<file path="config.mk">
export PLATFORM = sky130hd
export DESIGN_NAME = pcm_sample_format_converter_top
export DESIGN_NICKNAME = d
export VERILOG_FILES = /design/src/rtl/pcm_sfc_pkg.sv /design/src/rtl/pcm_sample_format_converter_top.sv
export VERILOG_INCLUDE_DIRS = /design/src /design/src/rtl
export SDC_FILE = /design/constraint.sdc
export NUM_CORES = 1
export LEC_CHECK = 0
export BUFFER_PORTS_ARGS = -buffer_cell sky130_fd_sc_hd__buf_2
export CAP_MARGIN = 20
export CORE_MARGIN = 2
export CORE_UTILIZATION = 25
export DETAILED_ROUTE_END_ITERATION = 10
export GPL_ROUTABILITY_DRIVEN = 0
export PLACE_DENSITY_LB_ADDON = 0.08
export SLEW_MARGIN = 30
export SYNTH_ARGS = -nofsm -noshare
export SYNTH_HDL_FRONTEND = slang
export SYNTH_SLANG_ARGS = --single-unit
</file>
<file path="constraint.sdc">
create_clock -name clock -period 23.5 [get_ports clock]
set_input_delay 0 -clock clock [delete_from_list [all_inputs] [get_ports clock]]
set_output_delay 0 -clock clock [all_outputs]
set_load 0.02 [all_outputs]
</file>
<file path="src/rtl/pcm_sample_format_converter_top_assert.svh">
// Assertion macros for the PCM sample format converter.
`ifndef PCM_SAMPLE_FORMAT_CONVERTER_TOP_ASSERT_SVH
`define PCM_SAMPLE_FORMAT_CONVERTER_TOP_ASSERT_SVH

// Same-cycle implication, masked while reset is high.
`define PSFC_ASSERT_IMP(label, clk, rst, ante, cons) \
   label: assert property (@(posedge clk) disable iff (rst) (ante) |-> (cons)) \
      else $error("pcm converter check failed");

// Next-cycle implication, masked while reset is high.
`define PSFC_ASSERT_NXT(label, clk, rst, ante, cons) \
   label: assert property (@(posedge clk) disable iff (rst) (ante) |=> (cons)) \
      else $error("pcm converter check failed");

`endif

</file>
<file path="src/rtl/pcm_sfc_pkg.sv">
// Package: format codes, register indexes and sample conversion functions.
`timescale 1ns / 1ps
package pcm_sfc_pkg;

   localparam logic [1:0] FMT_S16   = 2'd0;
   localparam logic [1:0] FMT_S32   = 2'd1;
   localparam logic [1:0] FMT_FLOAT = 2'd2;

   localparam logic REG_SOURCE = 1'b0;
   localparam logic REG_TARGET = 1'b1;

   localparam logic [31:0] S16_POS_MAX = 32'h0000_7FFF;
   localparam logic [31:0] S16_NEG_MAX = 32'hFFFF_8001;
   localparam logic [31:0] S32_POS_MAX = 32'h7FFF_FFFF;
   localparam logic [31:0] S32_NEG_MAX = 32'h8000_0000;
   localparam logic [30:0] FLOAT_ONE   = 31'h3F80_0000;
   localparam logic [30:0] FLOAT_OVER  = 31'h3F80_0100; // 32768/32767 rounded

   // Count leading zeros in five halving steps.
   function automatic logic [4:0] lead_zeros(input logic [31:0] x);
      logic [4:0]  lz;
      logic [31:0] v;
      lz = 5'd0;
      v  = x;
      if (v[31:16] == 16'd0) begin
         lz[4] = 1'b1;
         v     = v << 16;
      end
      if (v[31:24] == 8'd0) begin
         lz[3] = 1'b1;
         v     = v << 8;
      end
      if (v[31:28] == 4'd0) begin
         lz[2] = 1'b1;
         v     = v << 4;
      end
      if (v[31:30] == 2'd0) begin
         lz[1] = 1'b1;
         v     = v << 2;
      end
      if (v[31] == 1'b0) begin
         lz[0] = 1'b1;
      end
      return lz;
   endfunction

   // Signed 16 divided by 32767, round to nearest even.
   // m/32767 for m below 32767 is the 15-bit pattern of m repeating forever,
   // so the sticky bit is always set and rounding follows the guard bit.
   function automatic logic [31:0] s16_to_float(input logic [15:0] w);
      logic        sgn;
      logic [15:0] m;
      logic [4:0]  lz;
      logic [59:0] f;
      logic [31:0] res;
      sgn = w[15];
      m   = sgn ? 16'(~w + 16'd1) : w;
      lz  = lead_zeros({m[14:0], 17'd0});
      f   = {4{m[14:0]}} << lz;
      if (m == 16'd0) begin
         res = 32'd0;
      end else if (m == 16'h7FFF) begin
         res = {sgn, FLOAT_ONE};
      end else if (m == 16'h8000) begin
         res = {sgn, FLOAT_OVER};
      end else begin
         res = {sgn, 8'(8'd126 - {3'd0, lz}), f[58:36]} + {31'd0, f[35]};
      end
      return res;
   endfunction

   // Signed 32 to float (round to nearest even), then scale by 2^-31.
   function automatic logic [31:0] s32_to_float(input logic [31:0] w);
      logic        sgn;
      logic [31:0] m;
      logic [4:0]  lz;
      logic [31:0] n;
      logic        rnd;
      logic [31:0] res;
      sgn = w[31];
      m   = sgn ? (~w + 32'd1) : w;
      lz  = lead_zeros(m);
      n   = m << lz;
      rnd = n[7] & ((|n[6:0]) | n[8]);
      if (m == 32'd0) begin
         res = 32'd0;
      end else begin
         res = {sgn, 8'(8'd127 - {3'd0, lz}), n[30:8]} + {31'd0, rnd};
      end
      return res;
   endfunction

   // Clamp a float to [-1,1], scale, truncate. Bit 32 is the saturation flag.
   function automatic logic [32:0] float_to_int(input logic [31:0] f,
                                                input logic to_s16);
      logic        sgn;
      logic [7:0]  e;
      logic [23:0] mant;
      logic [38:0] p;
      logic [24:0] r;
      logic [7:0]  k;
      logic [30:0] mag32;
      logic [24:0] mag16;
      logic [32:0] res;
      sgn   = f[31];
      e     = f[30:23];
      mant  = {(e != 8'd0), f[22:0]};
      p     = 39'(mant) * 39'd32767;
      if (p[38]) begin
         r = 25'(p[38:15]) + 25'(p[14] & ((|p[13:0]) | p[15]));
         k = 8'd135 - e;
      end else begin
         r = 25'(p[37:14]) + 25'(p[13] & ((|p[12:0]) | p[14]));
         k = 8'd136 - e;
      end
      mag16 = r >> k;
      mag32 = {mant, 7'd0} >> (8'd126 - e);
      if (e == 8'hFF && f[22:0] != 23'd0) begin
         res = {1'b1, 32'd0};
      end else if (e >= 8'd127) begin
         if (to_s16) begin
            res = {1'b0, sgn ? S16_NEG_MAX : S16_POS_MAX};
         end else if (sgn) begin
            res = {1'b0, S32_NEG_MAX};
         end else begin
            res = {1'b1, S32_POS_MAX};
         end
      end else if (to_s16) begin
         res = {1'b0, sgn ? (32'd0 - {7'd0, mag16}) : {7'd0, mag16}};
      end else begin
         res = {1'b0, sgn ? (32'd0 - {1'b0, mag32}) : {1'b0, mag32}};
      end
      return res;
   endfunction

endpackage

</file>
<file path="src/rtl/pcm_sample_format_converter_top.sv">
// Top level: PCM sample format converter with input and result registers.
//
//   Channel | Direction | Ports                       | Contents
//   req     | in        | req_tvalid/tready/tdata     | tdata[31:0] sample_word
//   rsp     | out       | rsp_tvalid/tready/tdata/user| tdata converted_word, tuser saturated
//   csr     | in        | csr_we/addr/wdata           | 0 source_format, 1 target_format
//
// One sample per clock unless the result stalls; input register, then result register.
// The conversion runs as one combinational pass between the two registers.
// A stalled result holds both stages; the input side still takes a transfer
// while the input register is empty or moving. Reset is synchronous and
// sets both formats to float.
`timescale 1ns / 1ps
module pcm_sample_format_converter_top (
   input  logic        clock,
   input  logic        reset,
   input  logic        req_tvalid,
   output logic        req_tready,
   input  logic [31:0] req_tdata,   // [31:0] sample_word
   output logic        rsp_tvalid,
   input  logic        rsp_tready,
   output logic [31:0] rsp_tdata,   // [31:0] converted_word
   output logic        rsp_tuser,   // [0] saturated
   input  logic        csr_we,
   input  logic        csr_addr,
   input  logic [1:0]  csr_wdata
);

   logic [1:0]  source_format_ff, source_format_in;
   logic [1:0]  target_format_ff, target_format_in;
   logic        s1_valid_ff, s1_valid_in;
   logic [31:0] s1_word_ff, s1_word_in;
   logic        rsp_valid_ff, rsp_valid_in;
   logic [31:0] rsp_word_ff, rsp_word_in;
   logic        rsp_sat_ff, rsp_sat_in;
   logic        advance;
   logic [31:0] float_bits;
   logic [32:0] int_res;
   logic [31:0] conv_word;
   logic        conv_sat;

   // Configuration writes
   always_comb begin
      source_format_in = source_format_ff;
      target_format_in = target_format_ff;
      if (csr_we) begin
         case (csr_addr)
            pcm_sfc_pkg::REG_SOURCE: source_format_in = csr_wdata;
            pcm_sfc_pkg::REG_TARGET: target_format_in = csr_wdata;
            default: ;
         endcase
      end
   end

   // Handshake: advance when the result register is free or being taken
   assign advance    = !rsp_valid_ff || rsp_tready;
   assign req_tready = !s1_valid_ff || advance;

   // Convert the held sample
   always_comb begin
      case (source_format_ff)
         pcm_sfc_pkg::FMT_S16: float_bits = pcm_sfc_pkg::s16_to_float(s1_word_ff[15:0]);
         pcm_sfc_pkg::FMT_S32: float_bits = pcm_sfc_pkg::s32_to_float(s1_word_ff);
         default:              float_bits = s1_word_ff;
      endcase
      int_res = pcm_sfc_pkg::float_to_int(float_bits,
                                          target_format_ff == pcm_sfc_pkg::FMT_S16);
      if (source_format_ff == target_format_ff) begin
         conv_word = s1_word_ff;
         conv_sat  = 1'b0;
      end else if (target_format_ff inside {pcm_sfc_pkg::FMT_S16, pcm_sfc_pkg::FMT_S32}) begin
         conv_word = int_res[31:0];
         conv_sat  = int_res[32];
      end else begin
         conv_word = float_bits;
         conv_sat  = 1'b0;
      end
   end

   // Next values of the two stages
   always_comb begin
      s1_valid_in  = s1_valid_ff;
      s1_word_in   = s1_word_ff;
      rsp_valid_in = rsp_valid_ff;
      rsp_word_in  = rsp_word_ff;
      rsp_sat_in   = rsp_sat_ff;
      if (req_tready) begin
         s1_valid_in = req_tvalid;
         s1_word_in  = req_tdata;
      end
      if (advance) begin
         rsp_valid_in = s1_valid_ff;
         rsp_word_in  = conv_word;
         rsp_sat_in   = conv_sat;
      end
   end

   always_ff @(posedge clock) begin
      if (reset) begin
         source_format_ff <= pcm_sfc_pkg::FMT_FLOAT;
         target_format_ff <= pcm_sfc_pkg::FMT_FLOAT;
         s1_valid_ff      <= 1'b0;
         rsp_valid_ff     <= 1'b0;
      end else begin
         source_format_ff <= source_format_in;
         target_format_ff <= target_format_in;
         s1_valid_ff      <= s1_valid_in;
         rsp_valid_ff     <= rsp_valid_in;
      end
      s1_word_ff  <= s1_word_in;
      rsp_word_ff <= rsp_word_in;
      rsp_sat_ff  <= rsp_sat_in;
   end

   assign rsp_tvalid = rsp_valid_ff;
   assign rsp_tdata  = rsp_word_ff;
   assign rsp_tuser  = rsp_sat_ff;

`include "pcm_sample_format_converter_top_assert.svh"

   // A saturated result is either zero (NaN) or the S32 positive limit
   `PSFC_ASSERT_IMP(a_sat_value, clock, reset, rsp_tvalid && rsp_tuser, (rsp_tdata == 32'd0 || rsp_tdata == pcm_sfc_pkg::S32_POS_MAX))
   // Saturation only happens for an integer target
   `PSFC_ASSERT_IMP(a_sat_target, clock, reset, rsp_tvalid && rsp_tuser, (target_format_ff == pcm_sfc_pkg::FMT_S16 || target_format_ff == pcm_sfc_pkg::FMT_S32))
   // A held sample is not lost while the result side stalls
   `PSFC_ASSERT_NXT(a_s1_hold, clock, reset, s1_valid_ff && !advance, s1_valid_ff)

endmodule

</file>
==> results of run 1 <==
-- logic make-up (layout without fill, tap and decap cells) --
kind of cell	count (synthesis)	after routing	synth area share, %
buffers and inverters	475	489	7.74
XOR/XNOR	206	206	7.07
other	0	1	0
multiplexers	111	111	4.74
AO/OA/AOI/OAI	1092	1092	30.4
adder cells (fa/ha/maj)	298	298	19.2
AND/OR/NAND/NOR	1141	1141	22.9
flip-flops	71	71	7.91
-- how the worst min path moves through the flow --
| stage | from | endpoint | cells after the start |
|---|---|---|---|
| after floorplan | reset | target_format_ff[0]$_SDFFE_PP0P_ | 1 |
| after global placement | req_tdata[12] | s1_word_ff[12]$_DFFE_PP_ | 1 |
| after detailed placement | req_tdata[12] | s1_word_ff[12]$_DFFE_PP_ | 1 |
| after CTS | reset | s1_valid_ff$_SDFFE_PP0P_ | 2 |
| after global routing | reset | rsp_tvalid$_SDFFE_PP0P_ | 2 |
| final | reset | s1_valid_ff$_SDFFE_PP0P_ | 2 |
-- stage by stage --
stage | utilization [%] | worst slack [ns] | hold WS, ns | instances
final | 27.8 | 1.93 | 0.00406 | 4789
after global routing | 27.8 | 0.832 | 0.0113 | 4788
after CTS | 27.8 | 2.26 | 0.00214 | 4788
after detailed placement | 27.1 | 2.29 | 0.179 | 4732
after global placement | 27.0 | 2.44 | 0.178 | 4729
after floorplan | - | 6.49 | 0.0691 | 3394
-- cells in the final DEF (no fill, tap or decap), types with 58 or more instances in the layout --
cell type	synthesis	layout
buf_2	51	76
xnor2_1	123	118
xor2_1	78	77
nand3_1	138	138
fa_1	174	174
nand2_1	258	257
o21ai_0	170	166
nor2_1	261	260
mux2i_1	82	82
edfxtp_1	65	65
a211oi_1	60	58
a21oi_1	180	180
inv_1	250	250
ha_1	124	124
nor3_1	107	106
buf_4	20	99
-- critical path, delay by kind of cell (launching register included) --
family,cells,cell delay (ns)
AND/OR/NAND/NOR,20,7.36
AO/OA/AOI/OAI,23,5.93
adder cells (fa/ha/maj),10,4.55
buffers and inverters,7,1.33
XOR/XNOR,4,0.93
multiplexers,2,0.57
flip-flops,1,0.50
-- flip-flops by register name (all words and copies together), names as in the netlist --
| name | count |
|---|---|
| rsp_tdata | 32 |
| rsp_tuser | 1 |
| rsp_tvalid | 1 |
| s1_valid_ff | 1 |
| s1_word_ff | 32 |
| source_format_ff | 2 |
| target_format_ff | 2 |
-- layout make-up --
type,instances,area share (%)
clock buffers,9,0.781
well taps,1380,5.98
diodes,1,0.00867
inverters,258,3.36
flip-flops and latches,71,7.19
clock inverters,6,0.382
multi-input cells,2848,77.0
repair buffers,216,5.32
-- per-layer routing --
layer | GRT usage (%) | vias up
met5 | 0 | -
met4 | 11.8 | 8
met3 | 3.13 | 261
met2 | 39.6 | 1214
met1 | 35.4 | 14300
li1 | - | 12800
-- what timing repair did --
item | in CTS | in global routing
setup buffers | 0 | 0
resized for setup | 0 | 0
hold endpoints to repair | 38 | 0
hold buffers | 41 | 0
==> results.md, run 1 <==
- Multi-input logic area: 22200 um^2
- CP endpoint kind: register
- WL met1: 62900 um
- Port Buf Inserts: 74
- Ranking of synthesized cells by area: fa_1 13%, edfxtp_1 7.5%, ha_1 5.9%, xnor2_1 4.1%, nor2_1 3.7%
- Arrival time worst endpoint: 21.62 ns
- Crit path kind: reg2reg
- Layout cell share with drive strength beyond 1: 11.4%
- Largest net degree at the start of global routing: 51
- Fin crit period: 21.57 ns
- CP max stage cell: fa_1
- Post-synth ARST share: 0%
- Sequential cell area fraction in the yosys report: 7.91%
- Synthesis-stage register bit count: 71
- Initial core utilization: 25.2%
- Antenna violations before repair: 8
- Failing checks: DRC
- Uppermost routed layer: met5
- Area after DPL: 28100 um^2
- Worst Path Required: 23.56 ns
- Worst Max-Slew Pin Slew: 1.16 ns
- Met3 WL post-DR: 8630 um
- Final net count: 3742
- Yosys synthesis warning count: 0
- Highest cell delay on the worst timing path: 0.78 ns
- CTS tree: built
- Commonest cells post-synth: 261 x nor2_1, 258 x nand2_1, 250 x inv_1
- DR WL/cell: 29.2 um
- Core Rows: 118
- Die area: 107000 um^2
- Post-synth cell types: 135
- Global-route wire length before repair: 205000 um
- Worst r2r path cells: 66
- DR vias: 28.5k
- Max Slew Vio Count: 0
- Worst setup endpoint: rsp_tdata[18]$_DFFE_PP_
- Setup_tns: 0 ns
- CTS max path bufs: 2
- Core area: 104000 um^2
- Setup Skew: 0.0132 ns
- CP startpoint: s1_word_ff[1]$_DFFE_PP_
- Clock tree sinks: 71
- Fin. Hold Viols: 0
- Area growth, synth to finish: 10.1%
- DR vias/cell: 5.95
- Met2 routed WL: 60900 um
- Vias in the first global route: 28.2k
- Clock Latency Late Sink: 0.39 ns
- Most common cell in the synthesized netlist: nor2_1
- Final setup vio count: 0
- Max_cap viols: 0
- Outcome: complete, but fails checks
- Worst setup SP type: register
- Clk slew on worst S/H paths: 0.07 ns
- Hold Path Class: in2reg
- Final instance area: 28900 um^2
- First-pass DRT Iterations: 10
- CTS Buf Count: 9
- Register Area: 2070 um^2
- Synthesized instance count: 3394
- Die Ht: 328 um
- Clock root cell: clkbuf_16
- Max Clk Rate: 46.4 MHz
- RR Startpoint: s1_word_ff[1]$_DFFE_PP_
- Die Span X: 328 um
- Synthesized cell area: 26200 um^2
- Syn Nets: 3732
- Worst r2r dst: rsp_tdata[18]$_DFFE_PP_
- Largest area contributor in the netlist: fa_1
- Worst rel slew slack: 21.6%
- CTS H-tree lvls: 3
- Iter 0 DRT Violations: 3043
- Mean Syn Cell Area: 7.72 um^2
- FF-to-FF setup slack: 1.93 ns
- Grt ovf: 0
- Post-synth top area share: 13.3%
- DRC Markers: 2
- # fillers: 11.5k
- Hpwl dp: 113000 um
- GR Util All Layers: 25.6%
- Total routed wirelength: 140000 um
- Ys flop type: edfxtp_1
- RSZ-0062 raised after global routing: no
- Post-synth EDFFs: 65
- Ports: 75
- CP Max Fanout: 29
- Routed Antenna Nets: 0
- Final Cycle Share: 91.8%
Power of run 1 is not shown: default switching activity piles up to over one toggle a cycle in this logic, so the estimate is an artifact.
==> inputs of run 2 (changes only) <==
BUFFER_PORTS_ARGS = -buffer_cell sky130_fd_sc_hd__buf_4   (was -buffer_cell sky130_fd_sc_hd__buf_2)
SKIP_CTS_REPAIR_TIMING = 1   (was default)
==> results.md, run 2 (synthesis gave the netlist of run 1 again) <==
- Outcome: finished clean
- Die Span X: 328 um
- Total routed wirelength: 137000 um
- DR vias: 28.4k
- Layout cell share with drive strength beyond 1: 11.4%
- Most common cell after layout, fill and taps aside: nor2_1
- Hold Path Class: in2reg
- DRC Markers: 0
- Iter 0 DRT Violations: 2930
- Clock Latency Late Sink: 0.38 ns
- CTS H-tree lvls: 3
- Crit path kind: reg2reg
- Worst rel slew slack: 29.2%
- DR WL/cell: 28.5 um
- Grt ovf: 0
- CTS tree: built
- CP endpoint kind: register
- Ports: 75
- Highest cell delay on the worst timing path: 0.68 ns
- RSZ-0062 raised after global routing: no
- CTS Buf Count: 9
- Most frequent cells in the layout: 261 x nor2_1, 257 x nand2_1, 250 x inv_1
- Antenna violations before repair: 4
- Worst setup SP type: register
- First-pass DRT Iterations: 7
- Final setup vio count: 0
- Crit-path most repeated cell: fa_1
- CTS max path bufs: 2
- Worst Max-Slew Pin Slew: 1.06 ns
- CP max stage cell: or4b_1
- Max_cap viols: 0
- Worst Path Required: 23.60 ns
- Largest net degree at the start of global routing: 51
- Max Clk Rate: 46.5 MHz
- Ant. Diodes: 0
- Arrival time worst endpoint: 21.60 ns
- CP Max Fanout: 43
- Core area: 104000 um^2
- DR vias/cell: 5.93
- Clock root cell: clkbuf_16
- Core Rows: 118
- GR Util All Layers: 24.9%
- Clk slew on worst S/H paths: 0.07 ns
- Setup Skew: 0.0110 ns
- Fin crit period: 21.50 ns
- Setup_tns: 0 ns
- Hpwl dp: 111000 um
- Global-route wire length before repair: 200000 um
- Max Slew Vio Count: 0
- Final net count: 3746
- Port Buf Inserts: 74
- Die Ht: 328 um
- Die area: 107000 um^2
- Final Cycle Share: 91.5%
- Routed Antenna Nets: 0
- Initial core utilization: 25.2%
- Clock tree sinks: 71
- # fillers: 11.4k
- Vias in the first global route: 27.5k
- Fin. Hold Viols: 0
- Area growth, synth to finish: 11.0%
-- run 2: critical path, delay by kind of cell (launching register included) --
family | cells | cell delay (ns)
xor gates and xnor gates | 3 | 1.20
AOI/OAI and AO/OA | 16 | 4.94
adders and majority gates | 11 | 4.70
and+or+nand+nor | 23 | 6.91
buffers and inverters | 6 | 2.06
DFF | 1 | 0.36
muxes | 3 | 0.99
-- run 2: layout make-up --
cell class                 instances  area [um^2]  area share [%]
clock buffer                      11          253           0.869
clock inverter                     5         80.1           0.275
inverter                         258          968            3.33
multi-input combinational       2848        22200            76.4
sequential                        71         2070            7.13
tap                             1380         1730            5.94
timing repair buffer             220         1760            6.05
-- run 2: per-stage QoR --
stage / setup slack, ns / instance area [um^2] / hold WS [ns] / utilization [%] / cells
after global routing: 0.746 / 29100 / 0.351 / 28.0 / 4793
final: 2.00 / 29100 / 0.346 / 28.0 / 4793
after detailed placement: 2.40 / 28300 / 0.179 / 27.2 / 4734
after floorplan: 6.49 / 26200 / 0.0691 / - / 3394
after CTS: 2.32 / 28600 / -0.218 / 27.6 / 4750
after global placement: 2.79 / 28300 / 0.179 / 27.2 / 4734
-- run 2: final timing paths --
| kind | from | endpoint | slack (ns) | depth (start not counted) |
|---|---|---|---|---|
| setup reg to reg | s1_word_ff[0]$_DFFE_PP_ | rsp_tdata[24]$_DFFE_PP_ | 2.00 | 62 |
| setup / recovery | s1_word_ff[0]$_DFFE_PP_ | rsp_tdata[24]$_DFFE_PP_ | 2.00 | 62 |
| hold / removal | req_tdata[19] | s1_word_ff[19]$_DFFE_PP_ | 0.35 | 2 |
| hold reg to reg | target_format_ff[1]$_SDFFE_PP1P_ | target_format_ff[1]$_SDFFE_PP1P_ | 0.79 | 2 |
-- run 2: routing by layer --
layer / track usage, % / up-vias / routed length (um)
met5: 0 / - / 21
met4: 10.8 / 4 / 6650
met3: 2.48 / 228 / 7860
li1: - / 12800 / -
met1: 34.7 / 14200 / 61600
met2: 39.0 / 1175 / 60700
Power of run 2 is left out for the same reason.
